--- config.mk ---
export PLATFORM = sky130hd
export DESIGN_NAME = length_prefixed_deframer
export DESIGN_NICKNAME = d
export VERILOG_FILES = /design/src/rtl/ldf_pkg.sv /design/src/rtl/length_prefixed_deframer.sv /design/src/rtl/ldf_core.sv
export SDC_FILE = /design/constraint.sdc
export NUM_CORES = 1
export LEC_CHECK = 0
export ABC_AREA = 1
export BUFFER_PORTS_ARGS = -buffer_cell sky130_fd_sc_hd__clkbuf_2
export CAP_MARGIN = 30
export CELL_PAD_IN_SITES_DETAIL_PLACEMENT = 0
export CELL_PAD_IN_SITES_GLOBAL_PLACEMENT = 1
export CORE_ASPECT_RATIO = 0.75
export CORE_MARGIN = 3
export CORE_UTILIZATION = 45
export CTS_BUF_LIST = sky130_fd_sc_hd__clkbuf_4
export DETAILED_ROUTE_END_ITERATION = 8
export PLACE_DENSITY = 0.76
export SYNTH_ARGS = -nofsm -noshare
export SYNTH_HDL_FRONTEND = slang
export SYNTH_SLANG_ARGS = --single-unit
--- constraint.sdc ---
create_clock -name clk -period 8.8 [get_ports clk]
set_input_delay 0.88 -clock clk [delete_from_list [all_inputs] [get_ports clk]]
set_output_delay 0.88 -clock clk [all_outputs]
set_load 0.02 [all_outputs]
--- src/rtl/ldf_pkg.sv ---
package ldf_pkg;

    // Header is four bytes of little-endian total length, header included.
    localparam logic [2:0]  HDR_COUNT = 3'd4;
    localparam logic [2:0]  HDR_LAST  = 3'd3;
    localparam logic [31:0] HDR_LEN   = 32'd4;

    typedef enum logic [1:0] {
        FAULT_NONE   = 2'd0,
        FAULT_ZERO   = 2'd1,
        FAULT_SHORT  = 2'd2,
        FAULT_CLOSED = 2'd3
    } fault_t;

    typedef struct packed {
        logic [7:0] in_byte;
        logic       link_closed;
    } ldf_in_t;

    typedef struct packed {
        logic [7:0]  out_byte;
        logic        byte_good;
        logic        first_mark;
        logic        last_mark;
        logic [31:0] packet_length;
        fault_t      fault;
    } ldf_out_t;

endpackage

--- src/rtl/length_prefixed_deframer.sv ---
// Path: an item accepted on stream_* is written into the input register, moves into
// the result register once that is empty or being emptied, and is presented on frame_* from there.
// Throughput: one item per cycle while frame_stall is low, set by the combinational framing update
// between the input register and the result register.
// Reset: rst_n is asynchronous and active low; it empties both registers,
// clears the header and length counters and the failed state.
module length_prefixed_deframer (
    input  logic              clk,
    input  logic              rst_n,
    input  logic              stream_valid,
    output logic              stream_stall,
    input  ldf_pkg::ldf_in_t  stream_item,
    output logic              frame_valid,
    input  logic              frame_stall,
    output ldf_pkg::ldf_out_t frame_item
);
    import ldf_pkg::*;

    // Input register: holds one accepted byte until the framing logic
    // can move it into the result register.
    logic     in_valid_reg, in_valid_next;
    ldf_in_t  in_item_reg;

    // Result register: holds the finished item until downstream takes it.
    logic     out_valid_reg, out_valid_next;
    ldf_out_t out_item_reg;

    ldf_out_t result;
    logic     accept;
    logic     advance;

    // The byte in the input register moves on whenever the result register
    // is empty or is being emptied in this cycle. The framing state is
    // updated in the same cycle, so every byte steps the state exactly once.
    assign advance      = in_valid_reg && (!out_valid_reg || !frame_stall);
    assign stream_stall = in_valid_reg && !advance;
    assign accept       = stream_valid && !stream_stall;

    ldf_core u_core (
        .clk    (clk),
        .rst_n  (rst_n),
        .step   (advance),
        .item   (in_item_reg),
        .result (result)
    );

    always_comb
    begin
        in_valid_next = in_valid_reg;
        if (accept)
        begin
            in_valid_next = 1'b1;
        end
        else if (advance)
        begin
            in_valid_next = 1'b0;
        end

        out_valid_next = out_valid_reg;
        if (advance)
        begin
            out_valid_next = 1'b1;
        end
        else if (!frame_stall)
        begin
            out_valid_next = 1'b0;
        end
    end

    always_ff @(posedge clk or negedge rst_n)
    begin
        if (!rst_n)
        begin
            in_valid_reg  <= 1'b0;
            out_valid_reg <= 1'b0;
        end
        else
        begin
            in_valid_reg  <= in_valid_next;
            out_valid_reg <= out_valid_next;
        end
    end

    // Payload registers carry no reset; their valid bits qualify them.
    always_ff @(posedge clk)
    begin
        if (accept)
        begin
            in_item_reg <= stream_item;
        end
        if (advance)
        begin
            out_item_reg <= result;
        end
    end

    assign frame_valid = out_valid_reg;
    assign frame_item  = out_item_reg;

endmodule

--- src/rtl/ldf_core.sv ---
module ldf_core (
    input  logic             clk,
    input  logic             rst_n,
    input  logic             step,
    input  ldf_pkg::ldf_in_t item,
    output ldf_pkg::ldf_out_t result
);
    import ldf_pkg::*;

    logic [23:0] header_bytes_reg, header_bytes_next;
    logic [2:0]  header_count_reg, header_count_next;
    logic [31:0] bytes_left_reg, bytes_left_next;
    logic [31:0] packet_total_reg, packet_total_next;
    logic        failed_reg, failed_next;

    logic [31:0] len;
    logic [31:0] left_dec;

    assign len      = {item.in_byte, header_bytes_reg};
    assign left_dec = bytes_left_reg - 32'd1;

    always_comb
    begin
        header_bytes_next = header_bytes_reg;
        header_count_next = header_count_reg;
        bytes_left_next   = bytes_left_reg;
        packet_total_next = packet_total_reg;
        failed_next       = failed_reg;

        result               = '0;
        result.out_byte      = item.link_closed ? 8'd0 : item.in_byte;
        result.fault         = FAULT_NONE;

        if (failed_reg)
        begin
            // A failed stream passes bytes through with no marks until reset.
        end
        else if (item.link_closed)
        begin
            result.fault = FAULT_CLOSED;
            failed_next  = 1'b1;
        end
        else if (header_count_reg < HDR_LAST)
        begin
            result.byte_good  = 1'b1;
            header_count_next = header_count_reg + 3'd1;
            case (header_count_reg[1:0])
                2'd0:
                begin
                    result.first_mark = 1'b1;
                    header_bytes_next = {16'd0, item.in_byte};
                end
                2'd1:    header_bytes_next[15:8]  = item.in_byte;
                default: header_bytes_next[23:16] = item.in_byte;
            endcase
        end
        else if (header_count_reg == HDR_LAST)
        begin
            if (len == 32'd0)
            begin
                result.fault = FAULT_ZERO;
                failed_next  = 1'b1;
            end
            else if (len < HDR_LEN)
            begin
                result.fault = FAULT_SHORT;
                failed_next  = 1'b1;
            end
            else if (len == HDR_LEN)
            begin
                result.byte_good     = 1'b1;
                result.last_mark     = 1'b1;
                result.packet_length = len;
                header_count_next    = 3'd0;
                header_bytes_next    = 24'd0;
            end
            else
            begin
                result.byte_good  = 1'b1;
                packet_total_next = len;
                bytes_left_next   = len - HDR_LEN;
                header_count_next = HDR_COUNT;
            end
        end
        else
        begin
            result.byte_good = 1'b1;
            bytes_left_next  = left_dec;
            if (left_dec == 32'd0)
            begin
                result.last_mark     = 1'b1;
                result.packet_length = packet_total_reg;
                header_count_next    = 3'd0;
                header_bytes_next    = 24'd0;
            end
        end
    end

    always_ff @(posedge clk or negedge rst_n)
    begin
        if (!rst_n)
        begin
            header_bytes_reg <= '0;
            header_count_reg <= '0;
            bytes_left_reg   <= '0;
            packet_total_reg <= '0;
            failed_reg       <= 1'b0;
        end
        else if (step)
        begin
            header_bytes_reg <= header_bytes_next;
            header_count_reg <= header_count_next;
            bytes_left_reg   <= bytes_left_next;
            packet_total_reg <= packet_total_next;
            failed_reg       <= failed_next;
        end
    end

endmodule

==> impl_results.md, run 1 <==
* Post-synthesis cell count at 1005
* DR WL/cell at 17.1 µm
* Site row count at 42
* Fin nets at 1081
* Hold buffers post-CTS at 0
* Largest area contributor in the netlist: dfrtp_1
* Antenna cells at 0
* Crit-path most repeated cell: inv_1
* DP HPWL at 16600 µm
* Top post-synthesis cells by area: dfrtp_1, edfxtp_1, nand2_1, nor2_1, o21ai_0
* Via count at 6871
* R2R depth at 12
* Input/output buffers at 59
* TNS Setup at 0 ns
* Post-route ant nets at 0
* Pwr/cell area at 298 nW/µm²
* Clock transition at path regs at 0.15 ns
* CP max stage delay at 0.59 ns
* CTS root buf: clkbuf_4
* Seq cells post-synth at 148
* Kind of critical path: reg -> reg
* Achievable clock frequency at 0.266 GHz
* Overall Global Routing Usage at 23.8%
* Hold Vio Cnt, Final at 0
* Largest net degree at the start of global routing at 60
* Vias in the first global route at 6320
* Proportion of synthesized area in mux cells at 0.683%
* Post-CTS setup buffer count at 0
* Fin Clk Skew at 0.0357 ns
* Total wire length at 22500 µm
* Ys async rst share at 63.5%
* Vias/cell at 5.23
* RR Endpoint: u_core.bytes_left_reg[17]$_DFFE_PN0P_
* Top cells by count, synth: nand2_1, nor2_1, dfrtp_1, inv_1, o21ai_0
* First-pass GRT wire length at 36200 µm
* Worst slew pin tran at 0.752 ns
* DIE HEIGHT at 123 µm
* Tmin final at 3.76 ns
* Cell variety after synth at 42
* DRT Pass-1 Iters at 5
* CTS Sinks at 148
* Max reg flops at 45
* Max cap viols at 0
* Post-cts resize count at 0
* Worst-path cell chain: inv_1, ha_1, inv_1, nor2_1, nand2_1, nor2_1, o21ai_2, nand2_1, inv_1, buf_4, o21ai_0, o21ai_0
* Setup crit end kind: flop
* Largest family of logic cells by synthesized area: simple AND/OR/NAND/NOR gates
* Routed met3 length at 1450 µm
* CTS H-tree lvls at 4
* CTS Buf Count at 17
* Outcome: finished, final reports clean
* Synth top area share at 28.5%
* Main flop type after synthesis: dfrtp_1
* Fin crit share at 42.7%
* Min-Delay Path Class: in -> async
* Slowest cell on crit path: nand2_1
* Syn_nets at 1027
* RR Startpoint: u_core.header_bytes_reg[2]$_DFFE_PN0P_
* P_leak at 4.07 nW
* I/O pin total at 60
* DRC at 0
* Initial Utilization at 46.3%
* Worst reg-to-reg setup slack at 5.04 ns
* Worst Setup Start Kind: flop
* Synthesized-area fraction occupied by xor and xnor cells at 2.23%
* RSZ-0062 raised after global routing: no
* Post-Syn Area at 8240 µm²
* Crit path max fanout at 28
* Simple-gate portion of the synthesized area at 33.0%
* CTS tree: yes
* Setup violations, final at 0
* GPL Wtd Cong at 0.917
* Post-synthesis adder-cell area fraction at 1.37%
* Die ar. at 20000 µm²
* Core box area at 17800 µm²
* Deepest clock path buffer count at 2
* Maximum vdd drop at 0.116 mV
* Pwr Total at 2.72 mW
* Die X at 162 µm
* Slew Viols, Final at 0
* EDFF count, synth at 54
* Area delta synth->final at 10.4%
* WP data required at 9.25 ns
* Syn avg cell area at 8.20 µm²
* Count leader, synth: nand2_1
* Register area share after synthesis at 48.2%
* Critical Path AT at 4.21 ns
* Max layer used: met4
* Met1 Wirelength at 11400 µm
* Worst slew margin at 49.7%
* Share of layout cells above drive strength 1 at 15.9%
* Synth warn at 0
* Synth Area in Compound Gates at 7.91%
* Initial drt markers at 805
* Initial antenna violation count at 0
* Routed length on met2 at 9400 µm
* Worst skew pair latency at 0.59 ns
* GRT overflow at 0
critical path, delay by kind of cell, from the launching register on:
family	cells	cell delay [ns]
AND/OR/NAND/NOR	4	1.49
adder cells (fa/ha/maj)	1	0.27
AO/OA/AOI/OAI	3	0.31
buffers and inverters	4	1.10
flip-flops	1	0.46
where the power goes:
| part | total, mW | internal [mW] | switching, mW |
|---|---|---|---|
| registers | 1.06 | 0.884 | 0.175 |
| logic | 1.17 | 0.337 | 0.831 |
| clock network | 0.489 | 0.188 | 0.300 |
| total | 2.72 | 1.41 | 1.31 |
layout by cell type, fill, tap and decap left out, types with 4 or more instances in the layout:
| cell type | n |
|---|---|
| nor3_1 | 9 |
| dfrtp_1 | 94 |
| buf_4 | 7 |
| o21ai_1 | 12 |
| nand4_1 | 35 |
| nand2_2 | 4 |
| nor2_4 | 4 |
| nor2_2 | 7 |
| o21ai_0 | 81 |
| inv_6 | 5 |
| nand2_1 | 275 |
| edfxtp_1 | 54 |
| nand3b_1 | 5 |
| xor2_1 | 20 |
| inv_8 | 4 |
| clkbuf_4 | 18 |
| ha_1 | 9 |
| inv_1 | 92 |
| mux2_2 | 5 |
| clkbuf_2 | 58 |
| inv_2 | 5 |
| nor3b_2 | 29 |
| nand3_1 | 35 |
| nor2_1 | 154 |
| a21oi_1 | 16 |
how the worst max path moves through the flow:
stage                                                 from                                       to  slack (ns)
finish              u_core.header_bytes_reg[2]$_DFFE_PN0P_    u_core.bytes_left_reg[17]$_DFFE_PN0P_        5.04
global route        u_core.header_bytes_reg[2]$_DFFE_PN0P_    u_core.bytes_left_reg[17]$_DFFE_PN0P_        4.74
CTS                 u_core.header_bytes_reg[2]$_DFFE_PN0P_    u_core.bytes_left_reg[17]$_DFFE_PN0P_        5.10
detailed placement  u_core.header_bytes_reg[2]$_DFFE_PN0P_    u_core.bytes_left_reg[17]$_DFFE_PN0P_        5.16
global placement    u_core.header_count_reg[0]$_DFFE_PN0P_     u_core.bytes_left_reg[8]$_DFFE_PN0P_        5.03
floorplan                                      frame_stall  u_core.packet_total_reg[10]$_DFFE_PN0P_        4.70
cells by family (layout without fill, tap and decap cells):
family | after synthesis | count (layout)
xor gates and xnor gates | 21 | 21
buffers and inverters | 131 | 198
DFF | 148 | 148
adders and majority gates | 9 | 9
and+or+nand+nor | 569 | 569
AOI/OAI and AO/OA | 122 | 122
muxes | 5 | 5
layer usage:
layer | vias to the layer above | track usage [%]
li1 | 3399 | -
met1 | 3234 | 38.1
met2 | 218 | 33.7
met3 | 20 | 3.82
met4 | 0 | 5.49
met5 | - | 0
stage by stage:
step / std cells / area [µm²] / utilization, % / hold WS, ns / worst slack, ns
after floorplan: 1005 / 8240 / - / 0.443 / 4.70
after global placement: 1279 / 8720 / 49.0 / 0.461 / 5.03
after detailed placement: 1282 / 8770 / 49.3 / 0.463 / 5.16
after CTS: 1314 / 9100 / 51.1 / 0.306 / 5.10
after global routing: 1314 / 9100 / 51.1 / 0.313 / 4.74
final: 1314 / 9100 / 51.1 / 0.294 / 5.04
area by class of cell:
cell class                      instances  area [µm²]
Multi-Input combinational cell        726        3730
Clock inverter                         14         189
Tap cell                              242         303
Sequential cell                       148        3970
Timing Repair Buffer                   68         395
Inverter                               98         368
Fill cell                            1775        8720
Clock buffer                           18         135
No activity file was read; power rests on OpenSTA's default activity.
==> inputs of run 2 (changes only) <==
==> constraint.sdc (replaced) <==
create_clock -name clk -period 3.7 [get_ports clk]
set_input_delay 0.37 -clock clk [delete_from_list [all_inputs] [get_ports clk]]
set_output_delay 0.37 -clock clk [all_outputs]
set_load 0.02 [all_outputs]
==> impl_results.md, run 2 (synthesis gave the netlist of run 1 again) <==
* Overall Global Routing Usage at 23.5% (-0.35 points)
* Fin nets at 1098 (+1.6%)
* Worst slew margin at 49.7% (about the same)
* Achievable clock frequency at 0.313 GHz (+18%)
* Die X at 162 µm (unchanged)
* Area delta synth->final at 11.9%
* Initial drt markers at 683 (-15%)
* Core box area at 17800 µm² (unchanged)
* Maximum vdd drop at 0.318 mV (+170%)
* Kind of critical path: reg -> reg
* DRT Pass-1 Iters at 6 (+1)
* GPL Wtd Cong at 0.903 (-1.5%)
* Slew Viols, Final at 0 (unchanged)
* CTS H-tree lvls at 4 (unchanged)
* Commonest cells after routing, fill and taps aside: nand2_1, nor2_1, dfrtp_1
* Largest net degree at the start of global routing at 50 (-17%)
* Clock share of power at 16.8% (-1.2 points)
* Worst skew pair latency at 0.57 ns (-0.02 ns)
* Max reg flops at 45 (unchanged)
* DIE HEIGHT at 123 µm (unchanged)
* Outcome: finished, final reports clean
* Via count at 6880 (+0.13%)
* Setup crit end kind: flop
* Die ar. at 20000 µm² (unchanged)
* Critical Path AT at 3.62 ns (-0.59 ns)
* First-pass GRT wire length at 35900 µm (-0.80%)
* Post-route ant nets at 0 (unchanged)
* Site row count at 42 (unchanged)
* RSZ-0062 raised after global routing: no
* Worst slew pin tran at 0.754 ns (+0.00163 ns)
* Gr busiest metal: met1
* CTS Buf Count at 17 (unchanged)
* I/O pin total at 60 (unchanged)
* Core Util, Final at 51.8% (+0.71 points)
* CTS Sinks at 148 (unchanged)
* Combinational share of power at 43.6% (+0.6 points)
* Non-filler cells, final at 1333 (+1.4%)
* Vias/cell at 5.16 (-1.3%)
* Switch share at 48.2% (+0.12 points)
* Tmin final at 3.20 ns (-0.560 ns)
* Share of layout cells above drive strength 1 at 16.1% (+0.21 points)
* Most common cell after layout, fill and taps aside: nand2_1
* Met1 GRT Util at 36.7% (-1.3 points)
* Worst Setup Start Kind: flop
* Pwr/cell area at 688 nW/µm² (+130%)
* DR WL/cell at 16.9 µm (-1.2%)
* Vias in the first global route at 6388 (+1.1%)
* Met3 usage at 4.92% (+1.1 points)
* DRC at 0 (unchanged)
* Pwr Total at 6.35 mW (+130%)
* Sw Pwr at 3.06 mW (+130%)
* CTS tree: yes
* Initial antenna violation count at 1 (+1)
* Total wire length at 22500 µm (+0.24%)
* DP Area at 8800 µm² (+0.31%)
* Crit path max fanout at 14 (-50%)
* Deepest clock path buffer count at 2 (unchanged)
* Setup violations, final at 0 (unchanged)
* Internal power at 3.29 mW (+130%)
* CTS root buf: clkbuf_4
* Post-CTS setup buffer count at 0 (unchanged)
* Initial Utilization at 46.3% (unchanged)
* GRT overflow at 0 (unchanged)
* DP HPWL at 16600 µm (about the same)
* WP data required at 4.12 ns (-5.13 ns)
* Met2 usage at 33.6% (about the same)
* Max cap viols at 0 (unchanged)
* Reg power frac at 39.6% (+0.6 points)
* Fin crit share at 86.5% (+44 points)
* P_leak at 4.13 nW (+1.4%)
* Fin Clk Skew at 0.0285 ns (-0.00718 ns)
* Input/output buffers at 59 (unchanged)
* Clock transition at path regs at 0.16 ns (about the same)
* Hold Vio Cnt, Final at 0 (unchanged)
* TNS Setup at 0 ns (unchanged)
* Post-route cell area at 9230 µm² (+1.4%)
* Dpl cells at 1287 (+0.39%)
* Min-Delay Path Class: in -> async
run 2: changes by cell type in the layout (fill, tap and decap cells not counted), moves of 2 or more:
cell           change
dlygate4sd3_1     +12
buf_4              +7
clkinv_2           +2
clkinv_4           +2
diode_2            +2
run 2: final cells by class:
class / count / area (µm²)
clock buffers: 17 / 128
fillers: 1748 / 8590
clock inverters: 15 / 163
diodes: 2 / 5.00
flip-flops and latches: 148 / 3970
multi-input cells: 726 / 3740
well taps: 242 / 303
repair buffers: 85 / 543
inverters: 98 / 368
run 2: metrics by stage:
| stage | worst slack, ns | hold WS [ns] |
|---|---|---|
| 5_1_grt | 0.210 | 0.400 |
| 6_report | 0.501 | 0.366 |
| 3_3_place_gp | 0.408 | 0.462 |
| 3_5_place_dp | 0.388 | 0.464 |
| 4_1_cts | 0.322 | 0.379 |
| 2_1_floorplan | 0.0101 | 0.0744 |
run 2: per-layer routing:
layer	routed length, µm	vias to the layer above	share of wire (%)
met1	11500	3225	51
met4	254	0	1.1
li1	-	3440	-
met3	1530	21	6.8
met2	9230	194	41
met5	0	-	0
run 2: path summary, 6_finish.rpt:
| path | start | to | slack, ns | cells after the start |
|---|---|---|---|---|
| worst max-delay path | u_core.bytes_left_reg[0]$_DFFE_PN0P_ | frame_item[18]$_SDFFCE_PP0P_ | 0.50 | 15 |
| worst min-delay path | rst_n | u_core.bytes_left_reg[2]$_DFFE_PN0P_ | 0.37 | 2 |
| worst max register to register | u_core.bytes_left_reg[0]$_DFFE_PN0P_ | frame_item[18]$_SDFFCE_PP0P_ | 0.50 | 15 |
| worst min register to register | u_core.packet_total_reg[31]$_DFFE_PN0P_ | u_core.packet_total_reg[31]$_DFFE_PN0P_ | 0.50 | 2 |
| max in group asynchronous | rst_n | u_core.header_bytes_reg[2]$_DFFE_PN0P_ | 2.38 | 3 |
| min in group clk | u_core.packet_total_reg[31]$_DFFE_PN0P_ | u_core.packet_total_reg[31]$_DFFE_PN0P_ | 0.50 | 2 |
run 2: power by group through the flow:
stage          clock network [mW]  registers (mW)  logic [mW]
2_1_floorplan                   0            2.47        2.01
3_3_place_gp                    0            2.54        2.71
3_5_place_dp                    0            2.54        2.74
4_1_cts                      1.09            2.51        2.76
5_1_grt                      1.16            2.58        3.18
6_report                     1.07            2.51        2.77
run 2: what timing repair did:
action                                  CTS  global route
endpoints found under the setup margin    0             1
resized for setup                         0             1
hold buffers                             12             0
endpoints found under the hold margin    58             0
run 2: worst max-delay path: stages, from the launching register on:
cell     delay (ns)
dfrtp_1        0.44
inv_1          0.11
ha_1           0.26
nand2_2        0.15
nor2_2         0.30
nand2_1        0.21
nand2_1        0.10
nand2_1        0.07
nor2_1         0.09
nand2_1        0.05
nor2_1         0.13
nand2_1        0.11
nor2_4         0.24
nand3_4        0.29
buf_4          0.31
nor3b_2        0.17
==> inputs of run 3 (changes only) <==
==> constraint.sdc (replaced) <==
create_clock -name clk -period 3.2 [get_ports clk]
set_input_delay 0.32 -clock clk [delete_from_list [all_inputs] [get_ports clk]]
set_output_delay 0.32 -clock clk [all_outputs]
set_load 0.02 [all_outputs]
==> impl_results.md, run 3 (synthesis gave the netlist of run 1 again) <==
* GPL Wtd Cong at 0.890 (-1.4%)
* Max reg flops at 45 (unchanged)
* WP data required at 3.63 ns (-0.49 ns)
* DRC at 0 (unchanged)
* Post-route ant nets at 0 (unchanged)
* Fin nets at 1107 (+0.82%)
* Fin crit share at 91.5% (+5.0 points)
* Site row count at 42 (unchanged)
* Min-Delay Path Class: in -> async
* Input/output buffers at 59 (unchanged)
* Die ar. at 20000 µm² (unchanged)
* Min Hold Slack at 0.300 ns (-0.0651 ns)
* Max cap viols at 0 (unchanged)
* First-pass GRT wire length at 37000 µm (+3.0%)
* Clock share of power at 17.4% (+0.6 points)
* CTS root buf: clkbuf_4
* Commonest cells after routing, fill and taps aside: nand2_1, nor2_1, dfrtp_1
* Crit path max fanout at 43 (+29)
* Clock transition at path regs at 0.15 ns (about the same)
* Outcome: finished, final reports clean
* Slew Viols, Final at 0 (unchanged)
* GRT overflow at 0 (unchanged)
* Critical Path AT at 3.36 ns (-0.26 ns)
* Worst setup margin at 0.274 ns (-0.228 ns)
* Reg power frac at 38.7% (-0.9 points)
* Maximum vdd drop at 0.272 mV (-15%)
* Achievable clock frequency at 0.342 GHz (+9.3%)
* R2R depth at 13 (-2)
* Largest net degree at the start of global routing at 47 (-6.0%)
* Vias/cell at 5.16 (about the same)
* Fin Clk Skew at 0.0180 ns (-0.0105 ns)
* DP Worst Slack at 0.131 ns (-0.257 ns)
* RR Endpoint: u_core.bytes_left_reg[24]$_DFFE_PN0P_
* DRT Pass-1 Iters at 5 (-1)
* Internal power at 3.92 mW (+19%)
* CTS tree: yes
* Post-CTS setup buffer count at 0 (unchanged)
* Setup violations, final at 0 (unchanged)
* Combinational share of power at 43.8% (+0.2 points)
* Pwr Total at 7.50 mW (+18%)
* Worst reg-to-reg setup slack at 0.27 ns (-0.23 ns)
* RR Startpoint: u_core.header_bytes_reg[8]$_DFFE_PN0P_
* Sw Pwr at 3.58 mW (+17%)
* Setup crit end kind: flop
* Worst slew margin at 54.2% (+4.4 points)
* Most common cell after layout, fill and taps aside: nand2_1
* Initial antenna violation count at 1 (unchanged)
* Core box area at 17800 µm² (unchanged)
* Die X at 162 µm (unchanged)
* Core Util, Final at 52.4% (+0.63 points)
* CTS Sinks at 148 (unchanged)
* RSZ-0062 raised after global routing: no
* CTS H-tree lvls at 4 (unchanged)
* Hold Vio Cnt, Final at 0 (unchanged)
* Via count at 6923 (+0.63%)
* TNS Setup at 0 ns (unchanged)
* Share of layout cells above drive strength 1 at 16.8% (+0.69 points)
* Kind of critical path: reg -> reg
* P_leak at 4.19 nW (+1.6%)
* Deepest clock path buffer count at 2 (unchanged)
* Initial drt markers at 655 (-4.1%)
* Initial Utilization at 46.3% (unchanged)
* DP HPWL at 16800 µm (+1.4%)
* Overall Global Routing Usage at 24.0% (+0.54 points)
* Area delta synth->final at 13.3%
* Worst Setup Start Kind: flop
* DIE HEIGHT at 123 µm (unchanged)
* CTS Buf Count at 17 (unchanged)
* Switch share at 47.8% (-0.48 points)
* Worst skew pair latency at 0.56 ns (about the same)
* Total wire length at 22500 µm (-0.27%)
* Worst slew pin tran at 0.682 ns (-0.0715 ns)
* DR WL/cell at 16.8 µm (-0.87%)
* Layout fillers at 1707 (-2.3%)
* Tmin final at 2.93 ns (-0.272 ns)
* Vias in the first global route at 6691 (+4.7%)
* I/O pin total at 60 (unchanged)
* Pwr/cell area at 804 nW/µm² (+17%)
-- run 3: worst max-delay path by stage --
stage	cells after the start	slack (ns)	startpoint	endpoint
after CTS	13	0.11	u_core.header_bytes_reg[13]$_DFFE_PN0P_	u_core.bytes_left_reg[17]$_DFFE_PN0P_
after global routing	14	0.01	u_core.bytes_left_reg[7]$_DFFE_PN0P_	frame_item[26]$_SDFFCE_PP0P_
final	13	0.27	u_core.header_bytes_reg[8]$_DFFE_PN0P_	u_core.bytes_left_reg[24]$_DFFE_PN0P_
after floorplan	10	0.31	frame_valid$_DFFE_PN0P_	u_core.packet_total_reg[10]$_DFFE_PN0P_
after global placement	13	0.20	u_core.header_bytes_reg[8]$_DFFE_PN0P_	u_core.bytes_left_reg[17]$_DFFE_PN0P_
after detailed placement	13	0.13	u_core.header_bytes_reg[8]$_DFFE_PN0P_	u_core.bytes_left_reg[17]$_DFFE_PN0P_
-- run 3: metal layers --
metal | routed length (µm) | track usage, % | vias up
met5 | 0 | 0 | -
met4 | 236 | 5.11 | 0
met3 | 1240 | 4.62 | 15
met2 | 9360 | 34.7 | 186
met1 | 11600 | 37.5 | 3269
li1 | - | - | 3453
-- run 3: what timing repair did --
item,in CTS,in global routing
gates resized for setup,0,3
setup endpoints to repair,0,68
hold buffers,12,0
hold endpoints to repair,53,0
-- run 3: layout make-up --
cell class	instances	area (µm²)	area share, %
multi-input cells	726	3750	40.2
well taps	242	303	3.24
repair buffers	94	623	6.67
clock inverters	15	189	2.02
flip-flops and latches	148	3970	42.6
clock buffers	17	128	1.37
diodes	1	2.50	0.0268
inverters	98	368	3.94
-- run 3: power by group through the flow --
stage | registers [mW] | clock network, mW | logic (mW)
4_1_cts | 2.90 | 1.33 | 3.27
5_1_grt | 2.98 | 1.41 | 3.77
2_1_floorplan | 2.86 | 0 | 2.32
3_3_place_gp | 2.94 | 0 | 3.23
3_5_place_dp | 2.93 | 0 | 3.25
6_report | 2.91 | 1.31 | 3.29
-- run 3: worst max-delay path, stage by stage, from the launching register on --
cell     delay, ns
dfrtp_1       0.48
nor2_2        0.17
nand2_1       0.12
nor2_2        0.28
nand2_1       0.24
nor4_4        0.40
nand2_1       0.17
nor2_2        0.23
nor2_1        0.06
nand2_1       0.11
inv_1         0.05
buf_4         0.26
o21ai_0       0.11
o21ai_0       0.11
-- run 3: stage by stage --
stage,area (µm²),cells
finish,9340,1341
global route,9340,1341
CTS,9320,1340
detailed placement,8880,1296
global placement,8850,1295
floorplan,8250,1005
